[src/tgc_pkg.sv]
package tgc_pkg;

  // timing and screen constants
  localparam int unsigned LONG_HOLD_MS  = 10000;
  localparam int unsigned SCREEN_WIDTH  = 320;
  localparam int unsigned SCREEN_HEIGHT = 240;

  localparam int unsigned PosW  = 12;
  localparam int unsigned TimeW = 32;
  localparam int unsigned CfgW  = 28;
  localparam int unsigned CfgIdxW = 3;

  localparam logic [PosW-1:0]  POS_MAX_X = PosW'(SCREEN_WIDTH - 1);
  localparam logic [PosW-1:0]  POS_MAX_Y = PosW'(SCREEN_HEIGHT - 1);
  localparam logic [TimeW-1:0] LONG_HOLD_LIM = TimeW'(LONG_HOLD_MS);

  // configuration register indexes
  localparam logic [CfgIdxW-1:0] CFG_SHORT_MIN = 3'd0;
  localparam logic [CfgIdxW-1:0] CFG_CALL_MIN  = 3'd1;
  localparam logic [CfgIdxW-1:0] CFG_HELP_MIN  = 3'd2;
  localparam logic [CfgIdxW-1:0] CFG_CAL_EN    = 3'd3;
  localparam logic [CfgIdxW-1:0] CFG_GAIN_X    = 3'd4;
  localparam logic [CfgIdxW-1:0] CFG_OFFSET_X  = 3'd5;
  localparam logic [CfgIdxW-1:0] CFG_GAIN_Y    = 3'd6;
  localparam logic [CfgIdxW-1:0] CFG_OFFSET_Y  = 3'd7;

  typedef enum logic [2:0] {
    GEST_TAP   = 3'd0,
    GEST_SHORT = 3'd1,
    GEST_CALL  = 3'd2,
    GEST_HELP  = 3'd3,
    GEST_LONG  = 3'd4
  } gesture_e;

endpackage

[src/tgc_if.sv]
interface tgc_in_if;
  import tgc_pkg::*;
  logic                 valid;
  logic                 ready;
  logic                 touched;
  logic [TimeW-1:0]     now_ms;
  logic [PosW-1:0]      raw_x;
  logic [PosW-1:0]      raw_y;
  logic                 sample_ok;

  modport source (output valid, touched, now_ms, raw_x, raw_y, sample_ok, input ready);
  modport sink   (input valid, touched, now_ms, raw_x, raw_y, sample_ok, output ready);
endinterface

interface tgc_out_if;
  import tgc_pkg::*;
  logic                 valid;
  logic                 ready;
  logic                 gesture_valid;
  logic [2:0]           gesture_code;
  logic                 holding;
  logic [PosW-1:0]      pos_x;
  logic [PosW-1:0]      pos_y;

  modport source (output valid, gesture_valid, gesture_code, holding, pos_x, pos_y,
                  input ready);
  modport sink   (input valid, gesture_valid, gesture_code, holding, pos_x, pos_y,
                  output ready);
endinterface

[src/touch_gesture_classifier_core.sv]
// channel   | dir | width of payload              | contents
// ----------+-----+-------------------------------+-------------------------------------
// tick_i    | in  | 1 + 32 + 12 + 12 + 1          | touched, now_ms, raw_x, raw_y, ok
// gesture_o | out | 1 + 3 + 1 + 12 + 12           | event flag, code, holding, position
// cfg_*_i   | in  | 3 index + 28 data             | thresholds, calibration gain/offset
//
// one request per cycle while the sink keeps up; path: input register, result register
// gesture state and one calibration multiply per axis update as a request advances
// async active-low reset clears all but the input payload; loads register defaults
// a stalled result holds in the output register while one more request waits in the input
// register; tick_i.ready drops only when both are full and the sink is not taking

module touch_gesture_classifier_core (
  input  logic                           clk_i,
  input  logic                           rst_ni,
  input  logic                           cfg_we_i,
  input  logic [tgc_pkg::CfgIdxW-1:0]    cfg_idx_i,
  input  logic [tgc_pkg::CfgW-1:0]       cfg_wdata_i,
  tgc_in_if.sink                         tick_i,
  tgc_out_if.source                      gesture_o
);
  import tgc_pkg::*;

  // linear calibration: gain * raw + offset in Q16, floored, clamped to [0, lim]
  function automatic logic [PosW-1:0] calib(input logic [PosW-1:0]   raw,
                                             input logic signed [19:0] gain,
                                             input logic signed [27:0] offs,
                                             input logic [PosW-1:0]   lim);
    logic signed [32:0] prod;
    logic signed [33:0] v;
    logic [17:0]        pix;
    logic [PosW-1:0]    res;
    prod = gain * $signed({1'b0, raw});
    v    = $signed({prod[32], prod}) + $signed({{6{offs[27]}}, offs});
    pix  = v[33:16];
    if (v[33]) begin
      res = '0;
    end else if (pix > {6'b0, lim}) begin
      res = lim;
    end else begin
      res = pix[PosW-1:0];
    end
    return res;
  endfunction

  // configuration registers
  logic [15:0]        short_min_q, call_min_q, help_min_q;
  logic               cal_en_q;
  logic signed [19:0] gain_x_q, gain_y_q;
  logic signed [27:0] offset_x_q, offset_y_q;

  always_ff @(posedge clk_i or negedge rst_ni) begin
    if (!rst_ni) begin
      short_min_q <= 16'd500;
      call_min_q  <= 16'd2000;
      help_min_q  <= 16'd3500;
      cal_en_q    <= 1'b0;
      gain_x_q    <= 20'sd65536;
      offset_x_q  <= '0;
      gain_y_q    <= 20'sd65536;
      offset_y_q  <= '0;
    end else if (cfg_we_i) begin
      unique case (cfg_idx_i)
        CFG_SHORT_MIN: short_min_q <= cfg_wdata_i[15:0];
        CFG_CALL_MIN:  call_min_q  <= cfg_wdata_i[15:0];
        CFG_HELP_MIN:  help_min_q  <= cfg_wdata_i[15:0];
        CFG_CAL_EN:    cal_en_q    <= cfg_wdata_i[0];
        CFG_GAIN_X:    gain_x_q    <= $signed(cfg_wdata_i[19:0]);
        CFG_OFFSET_X:  offset_x_q  <= $signed(cfg_wdata_i[27:0]);
        CFG_GAIN_Y:    gain_y_q    <= $signed(cfg_wdata_i[19:0]);
        CFG_OFFSET_Y:  offset_y_q  <= $signed(cfg_wdata_i[27:0]);
        default: ;
      endcase
    end
  end

  // input register
  logic             in_vld_q;
  logic             in_touched_q;
  logic [TimeW-1:0] in_now_q;
  logic [PosW-1:0]  in_x_q, in_y_q;
  logic             in_ok_q;

  // result register
  logic             out_vld_q;
  logic             out_gvalid_q;
  gesture_e         out_code_q;

  // gesture state
  logic             pressed_q, pressed_d;
  logic [TimeW-1:0] start_q, start_d;
  logic             long_sent_q, long_sent_d;
  logic             prev_touch_q;
  logic [PosW-1:0]  pos_x_q, pos_x_d, pos_y_q, pos_y_d;
  logic             hold_q, hold_d;

  logic             gvalid_d;
  gesture_e         code_d;
  logic [TimeW-1:0] dur;
  logic [PosW-1:0]  cal_x, cal_y;

  // compute fires when a request sits in the input register and the result slot frees
  logic advance;
  assign advance      = in_vld_q && (!out_vld_q || gesture_o.ready);
  assign tick_i.ready = !in_vld_q || advance;

  always_ff @(posedge clk_i or negedge rst_ni) begin
    if (!rst_ni) begin
      in_vld_q <= 1'b0;
    end else if (tick_i.ready) begin
      in_vld_q <= tick_i.valid;
    end
  end

  // payload only, no reset needed
  always_ff @(posedge clk_i) begin
    if (tick_i.ready && tick_i.valid) begin
      in_touched_q <= tick_i.touched;
      in_now_q     <= tick_i.now_ms;
      in_x_q       <= tick_i.raw_x;
      in_y_q       <= tick_i.raw_y;
      in_ok_q      <= tick_i.sample_ok;
    end
  end

  assign cal_x = calib(in_x_q, gain_x_q, offset_x_q, POS_MAX_X);
  assign cal_y = calib(in_y_q, gain_y_q, offset_y_q, POS_MAX_Y);
  assign dur   = in_now_q - start_q;  // wraps modulo 2^32

  always_comb begin
    pressed_d   = pressed_q;
    start_d     = start_q;
    long_sent_d = long_sent_q;
    pos_x_d     = pos_x_q;
    pos_y_d     = pos_y_q;
    hold_d      = hold_q;
    gvalid_d    = 1'b0;
    code_d      = GEST_TAP;
    if (!pressed_q) begin
      // new press only on a rising touch edge
      if (in_touched_q && !prev_touch_q) begin
        start_d     = in_now_q;
        long_sent_d = 1'b0;
        hold_d      = 1'b1;
        pressed_d   = 1'b1;
        if (in_ok_q) begin
          pos_x_d = cal_en_q ? cal_x : in_x_q;
          pos_y_d = cal_en_q ? cal_y : in_y_q;
        end
      end
    end else if (in_touched_q) begin
      if (!long_sent_q && (dur >= LONG_HOLD_LIM)) begin
        gvalid_d    = 1'b1;
        code_d      = GEST_LONG;
        long_sent_d = 1'b1;
      end
    end else begin
      // release: classify by hold time unless a long hold already went out
      hold_d    = 1'b0;
      pressed_d = 1'b0;
      if (!long_sent_q) begin
        gvalid_d = 1'b1;
        priority if (dur < {16'b0, short_min_q}) begin
          code_d = GEST_TAP;
        end else if (dur < {16'b0, call_min_q}) begin
          code_d = GEST_SHORT;
        end else if (dur < {16'b0, help_min_q}) begin
          code_d = GEST_CALL;
        end else begin
          code_d = GEST_HELP;
        end
      end
    end
  end

  always_ff @(posedge clk_i or negedge rst_ni) begin
    if (!rst_ni) begin
      pressed_q    <= 1'b0;
      start_q      <= '0;
      long_sent_q  <= 1'b0;
      prev_touch_q <= 1'b0;
      pos_x_q      <= '0;
      pos_y_q      <= '0;
      hold_q       <= 1'b0;
      out_vld_q    <= 1'b0;
      out_gvalid_q <= 1'b0;
      out_code_q   <= GEST_TAP;
    end else begin
      if (advance) begin
        pressed_q    <= pressed_d;
        start_q      <= start_d;
        long_sent_q  <= long_sent_d;
        prev_touch_q <= in_touched_q;
        pos_x_q      <= pos_x_d;
        pos_y_q      <= pos_y_d;
        hold_q       <= hold_d;
        out_gvalid_q <= gvalid_d;
        out_code_q   <= code_d;
      end
      if (advance) begin
        out_vld_q <= 1'b1;
      end else if (gesture_o.ready) begin
        out_vld_q <= 1'b0;
      end
    end
  end

  // holding and position in the result are the state after the request
  assign gesture_o.valid         = out_vld_q;
  assign gesture_o.gesture_valid = out_gvalid_q;
  assign gesture_o.gesture_code  = out_code_q;
  assign gesture_o.holding       = hold_q;
  assign gesture_o.pos_x         = pos_x_q;
  assign gesture_o.pos_y         = pos_y_q;

`ifndef ASSERT_OFF
  a_hold_tracks_phase: assert property (@(posedge clk_i) disable iff (!rst_ni)
    hold_q == pressed_q)
    else $error("holding flag out of step with press phase");

  a_long_while_held: assert property (@(posedge clk_i) disable iff (!rst_ni)
    out_vld_q && out_gvalid_q && out_code_q == GEST_LONG |-> hold_q)
    else $error("long hold posted while not holding");

  a_release_drops_hold: assert property (@(posedge clk_i) disable iff (!rst_ni)
    out_vld_q && out_gvalid_q && out_code_q != GEST_LONG |-> !hold_q)
    else $error("release event posted while still holding");

  a_full_blocks_input: assert property (@(posedge clk_i) disable iff (!rst_ni)
    in_vld_q && out_vld_q && !gesture_o.ready |-> !tick_i.ready)
    else $error("input taken while both stages are full");

  a_no_event_no_code: assert property (@(posedge clk_i) disable iff (!rst_ni)
    out_vld_q && !out_gvalid_q |-> out_code_q == GEST_TAP)
    else $error("nonzero code without an event");
`endif

endmodule
[src/flat_wrapper.sv]
// flat-port wrapper written by rule: the top's interface ports become plain ports
module touch_gesture_classifier_core_flat import tgc_pkg::*;
  (clk_i, rst_ni, cfg_we_i, cfg_idx_i, cfg_wdata_i, tick_i_valid, tick_i_touched, tick_i_now_ms, tick_i_raw_x, tick_i_raw_y, tick_i_sample_ok, tick_i_ready, gesture_o_valid, gesture_o_gesture_valid, gesture_o_gesture_code, gesture_o_holding, gesture_o_pos_x, gesture_o_pos_y, gesture_o_ready);
  tgc_in_if tick_i_i ();
  tgc_out_if gesture_o_i ();
  input  logic clk_i;
  input  logic rst_ni;
  input  logic cfg_we_i;
  input  logic [tgc_pkg::CfgIdxW-1:0] cfg_idx_i;
  input  logic [tgc_pkg::CfgW-1:0] cfg_wdata_i;
  input wire logic [$bits(tick_i_i.valid)-1:0] tick_i_valid;
  input wire logic [$bits(tick_i_i.touched)-1:0] tick_i_touched;
  input wire logic [$bits(tick_i_i.now_ms)-1:0] tick_i_now_ms;
  input wire logic [$bits(tick_i_i.raw_x)-1:0] tick_i_raw_x;
  input wire logic [$bits(tick_i_i.raw_y)-1:0] tick_i_raw_y;
  input wire logic [$bits(tick_i_i.sample_ok)-1:0] tick_i_sample_ok;
  output wire logic [$bits(tick_i_i.ready)-1:0] tick_i_ready;
  output wire logic [$bits(gesture_o_i.valid)-1:0] gesture_o_valid;
  output wire logic [$bits(gesture_o_i.gesture_valid)-1:0] gesture_o_gesture_valid;
  output wire logic [$bits(gesture_o_i.gesture_code)-1:0] gesture_o_gesture_code;
  output wire logic [$bits(gesture_o_i.holding)-1:0] gesture_o_holding;
  output wire logic [$bits(gesture_o_i.pos_x)-1:0] gesture_o_pos_x;
  output wire logic [$bits(gesture_o_i.pos_y)-1:0] gesture_o_pos_y;
  input wire logic [$bits(gesture_o_i.ready)-1:0] gesture_o_ready;
  assign tick_i_i.valid = tick_i_valid;
  assign tick_i_i.touched = tick_i_touched;
  assign tick_i_i.now_ms = tick_i_now_ms;
  assign tick_i_i.raw_x = tick_i_raw_x;
  assign tick_i_i.raw_y = tick_i_raw_y;
  assign tick_i_i.sample_ok = tick_i_sample_ok;
  assign tick_i_ready = tick_i_i.ready;
  assign gesture_o_valid = gesture_o_i.valid;
  assign gesture_o_gesture_valid = gesture_o_i.gesture_valid;
  assign gesture_o_gesture_code = gesture_o_i.gesture_code;
  assign gesture_o_holding = gesture_o_i.holding;
  assign gesture_o_pos_x = gesture_o_i.pos_x;
  assign gesture_o_pos_y = gesture_o_i.pos_y;
  assign gesture_o_i.ready = gesture_o_ready;
  touch_gesture_classifier_core u_core (.clk_i(clk_i), .rst_ni(rst_ni), .cfg_we_i(cfg_we_i), .cfg_idx_i(cfg_idx_i), .cfg_wdata_i(cfg_wdata_i), .tick_i(tick_i_i), .gesture_o(gesture_o_i));
endmodule
[config.mk]
export PLATFORM = sky130hd
export DESIGN_NAME = touch_gesture_classifier_core_flat
export DESIGN_NICKNAME = d
export VERILOG_FILES = /design/src/tgc_pkg.sv /design/src/tgc_if.sv /design/src/touch_gesture_classifier_core.sv /design/src/flat_wrapper.sv
export SDC_FILE = /design/constraint.sdc
export NUM_CORES = 2
export LEC_CHECK = 0
export BUFFER_PORTS_ARGS = -buffer_cell sky130_fd_sc_hd__buf_4
export CORE_MARGIN = 3
export CORE_UTILIZATION = 42
export DETAILED_ROUTE_END_ITERATION = 12
export SLEW_MARGIN = 0
export SYNTH_ARGS = -nofsm -noshare
export SYNTH_HDL_FRONTEND = slang
export SYNTH_SLANG_ARGS = --single-unit
[constraint.sdc]
create_clock -name clk_i -period 21.2 [get_ports clk_i]
set_clock_uncertainty 0.15 [all_clocks]
set_input_delay 2.12 -clock clk_i [delete_from_list [all_inputs] [get_ports clk_i]]
set_output_delay 2.12 -clock clk_i [all_outputs]
set_load 0.01 [all_outputs]
==> results.sh <==
export IMPL_core_area_mm2=0.0752
export IMPL_grt_pass1_vias=24100
export IMPL_numPortBuffers=124
export IMPL_final_cell_mix="716 x inv_1, 499 x fa_1, 399 x nand2_1"
export IMPL_end_kind="flop"
export IMPL_finalNetCount=4213
export IMPL_vias=22800
export IMPL_numCtsBuffers=36
export IMPL_totalWireLength_mm=82.2
export IMPL_holdPathStages=2
export IMPL_wl_per_cell_um=18.6
export IMPL_cts_root_buffer_cell="clkbuf_16"
export IMPL_grt_max_degree=85
export IMPL_fmax_mhz=126
export IMPL_synth_top_flop_cell="dfrtp_1"
export IMPL_async_flop_share=0.784
export IMPL_ant_nets=0
export IMPL_cp_arrival_ns=8.20
export IMPL_gp_congestion=0.913
export IMPL_dp_hpwl_mm=64.7
export IMPL_ctsResizeCount=0
export IMPL_vias_per_cell=5.15
export IMPL_reg2reg_slack_ns=13.29
export IMPL_drc_errors=0
export IMPL_start_util=0.428
export IMPL_max_slew_worst_pin_slew_ns=1.05
export IMPL_clock_sinks=269
export IMPL_netlist_instances=3341
export IMPL_crit_type="flop to flop"
export IMPL_maxCapViolations=0
export IMPL_rsz0062_at_grt="false"
export IMPL_clkLatencyLatePin_ns=0.57
export IMPL_ys_seq_elements=269
export IMPL_r2r_cells=21
export IMPL_synth_nets=4172
export IMPL_setup_viol=0
export IMPL_clkTransAtPathRegs_ns=0.06
export IMPL_min_period_ns=7.91
export IMPL_critPathMaxFanout=21
export IMPL_relSlewSlack=0.301
export IMPL_syn_cell_area_mm2=0.0322
export IMPL_timing_rr_start="u_core.in_y_q[2]$_DFFE_PP_"
export IMPL_io_pins=125
export IMPL_min_path_type="flop to flop"
export IMPL_synth_edf_count=58
export IMPL_post_synth_num_cell_types=82
export IMPL_ctsHoldBuffers=0
export IMPL_die_w_um=283
export IMPL_fin_ws_ns=13.29
export IMPL_grt_usage=0.213
export IMPL_run_status="finished, final reports clean"
export IMPL_row_count=100
export IMPL_die_y_um=283
export IMPL_cts_tree="yes"
export IMPL_hp_start="u_core.gesture_o.pos_x[10]$_DFFE_PN0P_"
export IMPL_clockBufferDepth=3
export IMPL_fin_crit_sh=0.373
export IMPL_post_cts_repair_setup_buffers=0
export IMPL_drv_slew=0
export IMPL_finalHoldViolCount=0
export IMPL_area_delta_synth_final_pct=9.39
export IMPL_tns_ns=0
export IMPL_pre_cts_slack_ns=13.47
export IMPL_final_common_cell="inv_1"
export IMPL_avgSynthCellArea_um2=9.64
export IMPL_startpoint_type="flop"
export IMPL_yosysWarnings=0
export IMPL_antenna_found_initial=7
export IMPL_die_area_mm2=0.0801
export IMPL_setup_worst_path_start="u_core.in_y_q[2]$_DFFE_PP_"
export IMPL_drtIter0Drc=1490
export IMPL_dr_pass1_iters=5
export IMPL_ys_seq_area_frac=0.219
export IMPL_grt_overflow_total=0
export IMPL_grt_pass1_wl_mm=134
export IMPL_critPathRequiredTime_ns=21.48
export IMPL_drive_gt1_frac=0.111
export IMPL_htree_levels=2
## cell type report
type	instances	area (um^2)
diodes	2	5.00
clock buffers	45	955
clock inverters	21	238
fillers	7163	39900
inverters	716	2690
multi-input cells	2222	22000
flip-flops and latches	269	7050
well taps	1020	1280
repair buffers	137	1040
## worst paths after layout
check / endpoint
hold / removal: u_core.gesture_o.pos_x[10]$_DFFE_PN0P_
min in group asynchronous: u_core.start_q[22]$_DFFE_PN0P_
hold reg to reg: u_core.gesture_o.pos_x[10]$_DFFE_PN0P_
max in group asynchronous: u_core.gain_y_q[14]$_DFFE_PN0P_
setup reg to reg: u_core.gesture_o.pos_y[2]$_DFFE_PN0P_
setup / recovery: u_core.gesture_o.pos_y[2]$_DFFE_PN0P_
## flip-flops by register name, indices dropped and copies added (netlist names), 3 cells and up
name,cells
u_core.offset_y_q,28
u_core.in_y_q,12
u_core.gesture_o.gesture_code,3
u_core.call_min_q,16
u_core.in_x_q,12
u_core.gesture_o.pos_y,12
u_core.short_min_q,16
u_core.gain_y_q,20
u_core.start_q,32
u_core.gesture_o.pos_x,12
u_core.offset_x_q,28
u_core.help_min_q,16
u_core.gain_x_q,20
u_core.in_now_q,32
## worst max-delay path, cell delays in order, from the launching register on
cell and delay (ns):
edfxtp_1 0.77, and2_1 0.26, inv_1 0.07, fa_1 0.50, fa_1 0.75, inv_1 0.21, fa_1 0.54, fa_1 0.43
fa_1 0.55, inv_1 0.06, fa_1 0.50, inv_1 0.04, ha_1 0.44, nand4_1 0.17, or4_1 0.59, o41ai_2 0.48
o211ai_1 0.22, xnor2_1 0.16, nor4_1 0.29, nand3_1 0.27, o21ai_0 0.23, a21oi_1 0.10
## stage by stage
step / hold WS [ns] / cells / utilization / cell area [um^2]
floorplan: 0.306 / 3341 / - / 32200
global placement: 0.311 / 4364 / 0.453 / 34100
detailed placement: 0.323 / 4364 / 0.453 / 34100
CTS: 0.335 / 4430 / 0.469 / 35200
global route: 0.362 / 4430 / 0.469 / 35200
finish: 0.332 / 4432 / 0.469 / 35200
## synth_stat cells, drive strengths merged, types with 5 or more instances
cell type  count  area share
o221ai         5      0.0014
edfxtp        58       0.054
clkbuf       124       0.014
a2bb2oi        7      0.0019
nand2b        10      0.0019
o31ai         13      0.0033
mux2         131       0.046
o211ai        10      0.0023
xnor2         48       0.013
nand3         28      0.0045
o21a          15      0.0035
nor2b         13      0.0025
buf           10      0.0014
nor2          60      0.0071
ha           238       0.092
fa           499        0.31
nor3          24      0.0040
a31oi         15      0.0029
and2         231       0.045
nand4         22      0.0043
dfrtp        190        0.15
xor2          19      0.0052
and3          19      0.0037
o41ai          5      0.0018
a221oi         5      0.0017
nor4          10      0.0023
a21oi        127       0.020
o21ai        140       0.022
a21o          36      0.0084
dfstp         21       0.017
a211oi        10      0.0028
inv          716       0.083
nand2        399       0.046
o21bai         6      0.0014
## kinds of logic after synthesis
logic type,Yosys count,synth area share
compound gates,439,0.0859
buf+inv,850,0.0993
mux,135,0.0470
xor+xnor,67,0.0182
fa+ha+maj,737,0.402
simple gates,844,0.128
flops,269,0.219
## metal layers
metal | share of wire | track usage
met5 | 0.00034 | 0
met4 | 0.026 | 0.0548
met3 | 0.073 | 0.0437
met2 | 0.47 | 0.347
met1 | 0.43 | 0.291
Power is not shown: default switching activity piles up to over one toggle a cycle in this logic, so the estimate is an artifact.
